===== src/sv/eust_pkg.sv =====
//------------------------------------------------------------------------------
// eust_pkg
// Shared constants, command and status types, and calendar helpers for the
// central European summer time adjuster.
//------------------------------------------------------------------------------
`default_nettype none

package eust_pkg;

	localparam int unsigned SecsW = 32;
	localparam int unsigned RemW  = 17;
	localparam int unsigned DaysW = 16;
	localparam int unsigned YearW = 12;
	localparam int unsigned NowW  = 10;

	localparam logic [RemW-1:0]  SecPerDay   = 17'd86400;
	localparam logic [RemW-1:0]  SecPerHour  = 17'd3600;
	localparam logic [SecsW-1:0] SummerShift = 32'd3600;

	// Day split: 86400 = 128 * 675. The seconds shifted right by DayShift are
	// divided by 675 through a multiply by ceil(2^35 / 675); the error term
	// times the largest shifted value stays below 2^35, so the quotient is exact.
	localparam int unsigned      DayShift   = 7;
	localparam int unsigned      RecipW     = 26;
	localparam int unsigned      RecipShift = 35;
	localparam int unsigned      ProdW      = SecsW - DayShift + RecipW;
	localparam logic [RecipW-1:0] RecipDay  = 26'd50903317;

	// Calendar state at the epoch: year 1970, 1970 mod 4 = 2, 5*1970 mod 28 = 22.
	localparam logic [YearW-1:0] EpochYear  = 12'd1970;
	localparam logic [1:0]       EpochMod4  = 2'd2;
	localparam logic [4:0]       EpochR28   = 5'd22;
	localparam logic [YearW-1:0] NoLeapYear = 12'd2100;

	localparam logic DivLastStep = 1'b1;

	// Zero-based month indexes.
	localparam logic [3:0] MonFeb = 4'd1;
	localparam logic [3:0] MonMar = 4'd2;
	localparam logic [3:0] MonApr = 4'd3;
	localparam logic [3:0] MonSep = 4'd8;
	localparam logic [3:0] MonOct = 4'd9;
	localparam logic [3:0] MonNov = 4'd10;

	typedef struct packed {
		logic load;
		logic div_step;
		logic walk_step;
		logic month_step;
		logic emit;
	} eust_cmd_t;

	typedef struct packed {
		logic div_last;
		logic walk_done;
		logic month_done;
	} eust_sts_t;

	// Length of a month given its zero-based index and the leap flag.
	function automatic logic [4:0] month_len(input logic [3:0] mon, input logic leap);
		logic [4:0] len;
		case (mon)
			4'd0:    len = 5'd31;
			4'd1:    len = leap ? 5'd29 : 5'd28;
			4'd2:    len = 5'd31;
			4'd3:    len = 5'd30;
			4'd4:    len = 5'd31;
			4'd5:    len = 5'd30;
			4'd6:    len = 5'd31;
			4'd7:    len = 5'd31;
			4'd8:    len = 5'd30;
			4'd9:    len = 5'd31;
			4'd10:   len = 5'd30;
			default: len = 5'd31;
		endcase
		return len;
	endfunction

endpackage

`default_nettype wire


===== src/sv/eust_ctrl.sv =====
//------------------------------------------------------------------------------
// eust_ctrl
// Sequencer for the adjuster: divide, year and hour walk, month walk, emit.
//------------------------------------------------------------------------------
`default_nettype none

module eust_ctrl import eust_pkg::*; (
	input  wire logic      clk,
	input  wire logic      arst_n,
	input  wire logic      in_valid,
	output logic           in_ready,
	output logic           out_valid,
	input  wire logic      out_ready,
	input  wire eust_sts_t sts,
	output eust_cmd_t      cmd
);

	typedef enum logic [4:0] {
		ST_IDLE  = 5'b00001,
		ST_DIV   = 5'b00010,
		ST_WALK  = 5'b00100,
		ST_MONTH = 5'b01000,
		ST_EMIT  = 5'b10000
	} state_t;

	state_t state_q, state_d;
	logic   out_valid_q;

	always_comb begin
		state_d = state_q;
		cmd     = '0;
		case (state_q)
			ST_IDLE: begin
				if (in_valid) begin
					cmd.load = 1'b1;
					state_d  = ST_DIV;
				end
			end
			ST_DIV: begin
				cmd.div_step = 1'b1;
				if (sts.div_last) begin
					state_d = ST_WALK;
				end
			end
			ST_WALK: begin
				if (sts.walk_done) begin
					state_d = ST_MONTH;
				end else begin
					cmd.walk_step = 1'b1;
				end
			end
			ST_MONTH: begin
				if (sts.month_done) begin
					state_d = ST_EMIT;
				end else begin
					cmd.month_step = 1'b1;
				end
			end
			ST_EMIT: begin
				// Wait for the output register to be free.
				if (!out_valid_q || out_ready) begin
					cmd.emit = 1'b1;
					state_d  = ST_IDLE;
				end
			end
			default: begin
				state_d = ST_IDLE;
			end
		endcase
	end

	always_ff @(posedge clk or negedge arst_n) begin
		if (!arst_n) begin
			state_q     <= ST_IDLE;
			out_valid_q <= 1'b0;
		end else begin
			state_q <= state_d;
			if (cmd.emit) begin
				out_valid_q <= 1'b1;
			end else if (out_ready) begin
				out_valid_q <= 1'b0;
			end
		end
	end

	assign in_ready  = (state_q == ST_IDLE);
	assign out_valid = out_valid_q;

`ifndef SYNTHESIS
	a_emit_free: assert property (@(posedge clk) disable iff (!arst_n)
		cmd.emit |-> (!out_valid_q || out_ready))
		else $error("result written over a word not yet taken");
`endif

endmodule

`default_nettype wire


===== src/sv/eust_dp.sv =====
//------------------------------------------------------------------------------
// eust_dp
// Datapath: split into days and second of day, year and hour walk,
// month walk, summer time decision and output register.
//------------------------------------------------------------------------------
`default_nettype none

module eust_dp import eust_pkg::*; (
	input  wire logic             clk,
	input  wire logic             arst_n,
	input  wire logic [SecsW-1:0] in_secs,
	input  wire eust_cmd_t        cmd,
	output eust_sts_t             sts,
	output logic [SecsW-1:0]      adj_secs,
	output logic                  active,
	output logic                  changed
);

	logic [SecsW-1:0] t_q;
	logic [RemW-1:0]  rem_q;
	logic             cnt_q;
	logic [DaysW-1:0] days_q;
	logic [4:0]       hour_q;
	logic [YearW-1:0] year_q;
	logic [1:0]       ymod4_q;
	logic [4:0]       r28_q;
	logic [3:0]       mon_q;
	logic             last_q;
	logic [SecsW-1:0] adj_q;
	logic             act_q;
	logic             chg_q;

	// Day split: the quotient comes from a reciprocal multiply, and then the
	// second of day from a multiply-back and subtract.
	logic [ProdW-1:0] recip_prod;
	logic [DaysW-1:0] day_quo;
	logic [SecsW-1:0] day_secs;
	logic [RemW-1:0]  rem_next;

	assign recip_prod = ProdW'(t_q[SecsW-1:DayShift]) * ProdW'(RecipDay);
	assign day_quo    = recip_prod[ProdW-1:RecipShift];
	assign day_secs   = SecsW'(days_q) * SecsW'(SecPerDay);
	assign rem_next   = RemW'(t_q - day_secs);

	// Year and hour walk.
	logic       leap;
	logic [8:0] ylen;
	logic       year_more;
	logic       hour_more;
	logic [4:0] r28_inc;

	assign leap      = (ymod4_q == 2'd0) && (year_q != NoLeapYear);
	assign ylen      = leap ? 9'd366 : 9'd365;
	assign year_more = (days_q >= DaysW'(ylen));
	assign hour_more = (rem_q >= SecPerHour);
	assign r28_inc   = (r28_q >= 5'd23) ? 5'(r28_q - 5'd23) : 5'(r28_q + 5'd5);

	// Month walk, through November at most.
	logic [4:0] mlen;
	logic       mon_more;

	assign mlen     = month_len(mon_q, leap);
	assign mon_more = (mon_q <= MonNov) && (days_q >= DaysW'(mlen));

	assign sts.div_last   = (cnt_q == DivLastStep);
	assign sts.walk_done  = !year_more && !hour_more;
	assign sts.month_done = !mon_more;

	// Decision: m = floor(5y/4) mod 7 = floor((5y mod 28) / 4).
	logic [2:0]      wd;
	logic [3:0]      wd_mar_sum;
	logic [3:0]      wd_oct_sum;
	logic [2:0]      wd_mar;
	logic [2:0]      wd_oct;
	logic [NowW-1:0] now;
	logic [NowW-1:0] thr_mar;
	logic [NowW-1:0] thr_oct;
	logic            summer;

	assign wd         = r28_q[4:2];
	assign wd_mar_sum = {1'b0, wd} + 4'd4;
	assign wd_oct_sum = {1'b0, wd} + 4'd1;
	assign wd_mar     = (wd_mar_sum >= 4'd7) ? 3'(wd_mar_sum - 4'd7) : wd_mar_sum[2:0];
	assign wd_oct     = (wd_oct_sum >= 4'd7) ? 3'(wd_oct_sum - 4'd7) : wd_oct_sum[2:0];
	assign now        = NowW'(hour_q) + NowW'(24) * (NowW'(days_q[4:0]) + NowW'(1));
	assign thr_mar    = NowW'(3) + NowW'(24) * (NowW'(31) - NowW'(wd_mar));
	assign thr_oct    = NowW'(3) + NowW'(24) * (NowW'(31) - NowW'(wd_oct));

	always_comb begin
		if (mon_q >= MonApr && mon_q <= MonSep) begin
			summer = 1'b1;
		end else if (mon_q == MonMar) begin
			summer = (now >= thr_mar);
		end else if (mon_q == MonOct) begin
			summer = (now < thr_oct);
		end else begin
			summer = 1'b0;
		end
	end

	always_ff @(posedge clk) begin
		if (cmd.load) begin
			t_q     <= in_secs;
			rem_q   <= '0;
			cnt_q   <= 1'b0;
			hour_q  <= '0;
			year_q  <= EpochYear;
			ymod4_q <= EpochMod4;
			r28_q   <= EpochR28;
			mon_q   <= '0;
		end else if (cmd.div_step) begin
			cnt_q <= 1'b1;
			if (sts.div_last) begin
				rem_q <= rem_next;
			end else begin
				days_q <= day_quo;
			end
		end else if (cmd.walk_step) begin
			if (year_more) begin
				days_q  <= DaysW'(days_q - DaysW'(ylen));
				year_q  <= YearW'(year_q + 12'd1);
				ymod4_q <= 2'(ymod4_q + 2'd1);
				r28_q   <= r28_inc;
			end
			if (hour_more) begin
				rem_q  <= RemW'(rem_q - SecPerHour);
				hour_q <= 5'(hour_q + 5'd1);
			end
		end else if (cmd.month_step) begin
			days_q <= DaysW'(days_q - DaysW'(mlen));
			mon_q  <= 4'(mon_q + 4'd1);
		end
		if (cmd.emit) begin
			adj_q <= summer ? SecsW'(t_q + SummerShift) : t_q;
			act_q <= summer;
			chg_q <= summer ^ last_q;
		end
	end

	always_ff @(posedge clk or negedge arst_n) begin
		if (!arst_n) begin
			last_q <= 1'b0;
		end else if (cmd.emit) begin
			last_q <= summer;
		end
	end

	assign adj_secs = adj_q;
	assign active   = act_q;
	assign changed  = chg_q;

`ifndef SYNTHESIS
	a_hour_range: assert property (@(posedge clk) disable iff (!arst_n)
		cmd.emit |-> (hour_q <= 5'd23))
		else $error("hour out of range at emit");
	a_chg_track: assert property (@(posedge clk) disable iff (!arst_n)
		cmd.emit |=> (chg_q == (act_q ^ $past(last_q))))
		else $error("change flag does not follow the kept flag");
	a_adj_match: assert property (@(posedge clk) disable iff (!arst_n)
		cmd.emit |=> (adj_q == (act_q ? SecsW'($past(t_q) + SummerShift) : $past(t_q))))
		else $error("adjusted seconds disagree with the summer flag");
`endif

endmodule

`default_nettype wire


===== src/sv/eu_summer_time_adjust.sv =====
//------------------------------------------------------------------------------
// eu_summer_time_adjust
// Central European summer time check and one-hour adjustment of a 32-bit
// Unix seconds timestamp.
//------------------------------------------------------------------------------
//
// Channel   Direction  Handshake          Payload
// s_*       in         s_tvalid/s_tready  s_tdata: unix_seconds
// m_*       out        m_tvalid/m_tready  m_tdata: adjusted_seconds,
//                                         m_tuser: summer_active, summer_changed
//
// One word is processed at a time. After acceptance the timestamp is split
// into day count and second of day (a reciprocal multiply, then a
// multiply-back and subtract). The year and the hour are then walked in
// parallel, one step per cycle (up to 136 years), then the month (up to 11
// steps); each walk ends with a check that it is done, and then the output
// register is written. The next word is taken when the sequencer is back in
// idle after that write; the year walk sets the longest processing time.
// Reset clears the sequencer, the output valid flag and the kept summer flag
// (winter time). The output register holds a finished word while the sink
// stalls, and the sequencer waits before writing it again; the next input word
// is taken as soon as the sequencer is idle.
//
`default_nettype none

module eu_summer_time_adjust import eust_pkg::*; (
	input  wire logic        clk,
	input  wire logic        arst_n,
	input  wire logic        s_tvalid,
	output logic             s_tready,
	input  wire logic [31:0] s_tdata,   // [31:0] unix_seconds
	output logic             m_tvalid,
	input  wire logic        m_tready,
	output logic [31:0]      m_tdata,   // [31:0] adjusted_seconds
	output logic [1:0]       m_tuser    // [0] summer_active, [1] summer_changed
);

	eust_cmd_t cmd;
	eust_sts_t sts;
	logic      active;
	logic      changed;

	// The sequencer owns the handshakes; the datapath owns all payload.
	eust_ctrl u_ctrl (
		.clk       (clk),
		.arst_n    (arst_n),
		.in_valid  (s_tvalid),
		.in_ready  (s_tready),
		.out_valid (m_tvalid),
		.out_ready (m_tready),
		.sts       (sts),
		.cmd       (cmd)
	);

	eust_dp u_dp (
		.clk      (clk),
		.arst_n   (arst_n),
		.in_secs  (s_tdata),
		.cmd      (cmd),
		.sts      (sts),
		.adj_secs (m_tdata),
		.active   (active),
		.changed  (changed)
	);

	// Flags travel on the user sideband, lowest bit first.
	assign m_tuser = {changed, active};

endmodule

`default_nettype wire


===== config.mk =====
export PLATFORM = sky130hd
export DESIGN_NAME = eu_summer_time_adjust
export DESIGN_NICKNAME = d
export VERILOG_FILES = /design/src/sv/eust_pkg.sv /design/src/sv/eust_ctrl.sv /design/src/sv/eust_dp.sv /design/src/sv/eu_summer_time_adjust.sv
export SDC_FILE = /design/constraint.sdc
export NUM_CORES = 1
export LEC_CHECK = 0
export BUFFER_PORTS_ARGS = -buffer_cell sky130_fd_sc_hd__buf_4
export CORE_MARGIN = 2
export CORE_UTILIZATION = 50
export CTS_BUF_LIST = sky130_fd_sc_hd__clkbuf_4 sky130_fd_sc_hd__clkbuf_8 sky130_fd_sc_hd__clkbuf_16
export DETAILED_ROUTE_END_ITERATION = 10
export PLACE_DENSITY = 0.79
export SLEW_MARGIN = 20
export SYNTH_ARGS = -nofsm -noshare
export SYNTH_HDL_FRONTEND = slang
export SYNTH_SLANG_ARGS = --single-unit
export TNS_END_PERCENT = 1

===== constraint.sdc =====
create_clock -name clk -period 7.5 [get_ports clk]
set_clock_uncertainty 0.05 [all_clocks]
set_input_delay 0.75 -clock clk [delete_from_list [all_inputs] [get_ports clk]]
set_output_delay 0.75 -clock clk [all_outputs]
set_load 0.02 [all_outputs]

==> results.json <==
{
  "synth.distinct_cells": 75,
  "synthesis.nets": 2522,
  "cp.required_ns": 7.63,
  "rsz0062_at_grt": "false",
  "outcome": "finished clean",
  "path_class": "reg2reg",
  "num_rows": 70,
  "synthesis.instances": 1927,
  "io_pins": 72,
  "hold_viol_final": 0,
  "syn_area_per_cell_um2": 9.59,
  "routabilityCongestion": 0.986,
  "synth_mux_area_share_pct": 0.623,
  "start_util_pct": 50.6,
  "rr_worst_depth": 18,
  "reg2reg_to": "u_dp.days_q[8]",
  "slew_violations": 0,
  "cts_root_buf": "clkbuf_16",
  "dr.first_iter.drc_count": 914,
  "antenna_found_initial": 1,
  "multi_input_area_mm2": 0.0132,
  "drive_above_1_share_pct": 7.39,
  "hold_slack_ns": 0.0487,
  "yosysWarnings": 0,
  "synthFlopType": "edfxtp_1",
  "ys_seq_area_share_pct": 19.3,
  "drc_errors": 0,
  "globalRouteOverflowTotal": 0,
  "dieWidth_um": 196,
  "synth-adder-area-share_pct": 45.5,
  "ir_drop_uv": 162,
  "grt_start_max_net_pins": 61,
  "first_pass_iters": 5,
  "synth_top_family_by_area": "adder cells",
  "async_flop_share_pct": 5.19,
  "area_growth_pct": 9.41,
  "synth_edf_count": 82,
  "fin_nets": 2597,
  "tns_ns": 0,
  "dp_hpwl_um": 38700,
  "max_slew_margin_pct": 37.2,
  "r2r-start": "u_dp.t_q[23]",
  "power.leakage_nw": 10.1,
  "clkSlewWorstSetupHoldPaths_ns": 0.06,
  "fmax_mhz": 140,
  "maxCapViolations": 0,
  "die_area_mm2": 0.0385,
  "first_global_vias": 14300,
  "clk_path_buf_depth": 2,
  "routed_wl_um": 47700,
  "finalSetupViolCount": 0,
  "cts_tree": "built",
  "cp_data_arrival_time_ns": 7.27,
  "period_share_pct": 95.2,
  "fillers": 3167,
  "dieHeight_um": 196,
  "cp_max_fo": 11,
  "hp-class": "in2async",
  "grt_util_all_layers_pct": 25.7,
  "io_buffers": 71,
  "wl_per_cell_um": 19.2,
  "h-tree-depth": 4,
  "critPathLaunchType": "flop",
  "ys_seq_elements": 135,
  "worst-r2r-setup-slack_ns": 0.36,
  "cts-buffers-inserted": 17,
  "viasPerCell": 5.59,
  "synth_area_mm2": 0.0185,
  "synth_xor_xnor_area_share_pct": 4.95,
  "tightestPinTransition_ns": 0.942,
  "synth_compound_area_share_pct": 10.7,
  "p_per_area_mw_per_mm2": 82.8,
  "insertion_delay_ns": 0.47,
  "grt_pass1_wl_um": 75700,
  "antenna_left": 0,
  "fp.coreArea_mm2": 0.0365,
  "vias": 13900,
  "fin_crit_ns": 7.14,
  "antennaDiodeCount": 0,
  "clock_sinks": 135,
  "ctsHoldBuffers": 0,
  "register_area_mm2": 0.00356,
  "cp-end-kind": "flop",
  "synth-simple-area-share_pct": 9.52
}
## synth_stat cells, drive strengths merged, types with 17 or more instances
| cell | instances | area share [%] |
|---|---|---|
| a211oi | 20 | 0.81 |
| dfxtp | 46 | 5.0 |
| xor2 | 32 | 1.5 |
| ha | 369 | 25 |
| nor3 | 29 | 0.81 |
| a21oi | 92 | 2.5 |
| clkbuf | 24 | 0.49 |
| nand2 | 86 | 1.7 |
| nand3 | 42 | 1.1 |
| edfxtp | 82 | 13 |
| nand4 | 17 | 0.58 |
| inv | 421 | 8.5 |
| a21o | 26 | 1.1 |
| fa | 190 | 21 |
| o21ai | 67 | 1.8 |
| nor2 | 79 | 1.6 |
| xnor2 | 70 | 3.3 |
## power by group
part | switching [mW] | internal, mW | leakage, nW | total [mW]
Clock | 0.378 | 0.501 | 0.287 | 0.879
Combinational | 0.00448 | 0.0115 | 8.57 | 0.0160
Sequential | 0.0000000000000000377 | 0.781 | 1.23 | 0.781
## how the worst max path moves through the flow
stage	startpoint	end	slack [ns]	cells past startpoint
global route	u_dp.t_q[30]	u_dp.days_q[14]	0.08	20
global placement	u_dp.t_q[26]	u_dp.days_q[0]	0.13	20
floorplan	u_dp.t_q[29]	u_dp.days_q[14]	1.20	21
finish	u_dp.t_q[23]	u_dp.days_q[8]	0.36	18
detailed placement	u_dp.t_q[26]	u_dp.days_q[0]	0.06	20
CTS	u_dp.t_q[26]	u_dp.days_q[0]	0.05	20
## through the flow
step / instance area (µm²) / utilization [%] / power [mW] / worst slack, ns / instances
2_1_floorplan: 18500 / - / 0.797 / 1.20 / 1927
3_3_place_gp: 19600 / 53.7 / 0.813 / 0.130 / 2451
3_5_place_dp: 19600 / 53.7 / 0.813 / 0.0578 / 2451
4_1_cts: 20200 / 55.3 / 1.69 / 0.0512 / 2483
5_1_grt: 20200 / 55.4 / 1.71 / 0.0832 / 2483
6_report: 20200 / 55.4 / 1.68 / 0.360 / 2483
## area by class of cell
cell class                      count  share of cell area (%)
Sequential cell                   135                    17.6
Clock inverter                     13                   0.724
Clock buffer                       19                    2.18
Timing Repair Buffer               90                    3.34
Tap cell                          468                    2.89
Multi-Input combinational cell   1336                    65.4
Inverter                          422                    7.83
## worst max-delay path, cell delays in order (launching register included)
cell and delay [ns]:
edfxtp_1 0.83, fa_1 0.56, ha_1 0.31, fa_1 0.49
fa_1 0.52, fa_1 0.52, fa_1 0.55, inv_1 0.06
fa_1 0.53, inv_1 0.04, ha_1 0.33, and3_1 0.23
and4_1 0.24, nand4_1 0.17, nor4_2 0.57, nor3_1 0.22
o31ai_1 0.34, xnor2_1 0.20, a21oi_1 0.11
## flip-flops by register name, indices dropped and copies added, names as in the netlist, 2 cells and up
signal,flops
u_dp.hour_q,5
u_dp.adj_secs,32
u_dp.r28_q,5
u_dp.mon_q,4
u_dp.rem_q,17
u_dp.days_q,16
u_dp.year_q,12
u_dp.ymod4_q,2
u_ctrl.state_q,5
u_dp.t_q,32
## layer usage
layer	global-route usage [%]	share of wire, %	up-vias
li1	-	-	6607
met1	33.3	45	6763
met2	42.6	46	415
met3	5.31	6.1	90
met4	9.40	3.0	0
met5	0	0	-
## cell families (layout without fill, tap and decap cells)
logic type	count (synthesis)	after routing
flip-flops	135	135
AND/OR/NAND/NOR	351	351
XOR/XNOR	103	103
buffers and inverters	456	544
adder cells (fa/ha/maj)	559	559
multiplexers	11	11
AO/OA/AOI/OAI	312	312
## cells in the final DEF (no fill, tap or decap), drive strengths merged, types with 7 or more instances in the layout
master / instances
nand3: 42
clkbuf: 19
o21a: 13
nand2: 86
o211ai: 14
nor2b: 8
or3: 11
o21bai: 10
a211oi: 20
and2: 7
mux2i: 7
a21oi: 92
nand2b: 8
o21ai: 67
nor3: 29
nor2: 79
xnor2: 70
inv: 426
a31oi: 8
xor2: 32
fa: 190
dfxtp: 46
a21o: 26
o31ai: 9
o22ai: 8
or2: 9
nor3b: 8
and3: 12
ha: 369
nand4: 17
buf: 90
edfxtp: 82
nor4: 14
## timing repair
| action | in CTS | in global routing |
|---|---|---|
| setup endpoints to repair | 0 | 8 |
| gates resized for setup | 0 | 3 |
| buffers inserted | 0 | 0 |
| hold endpoints to repair | 0 | 0 |
Power figures use the tool's default switching activity.
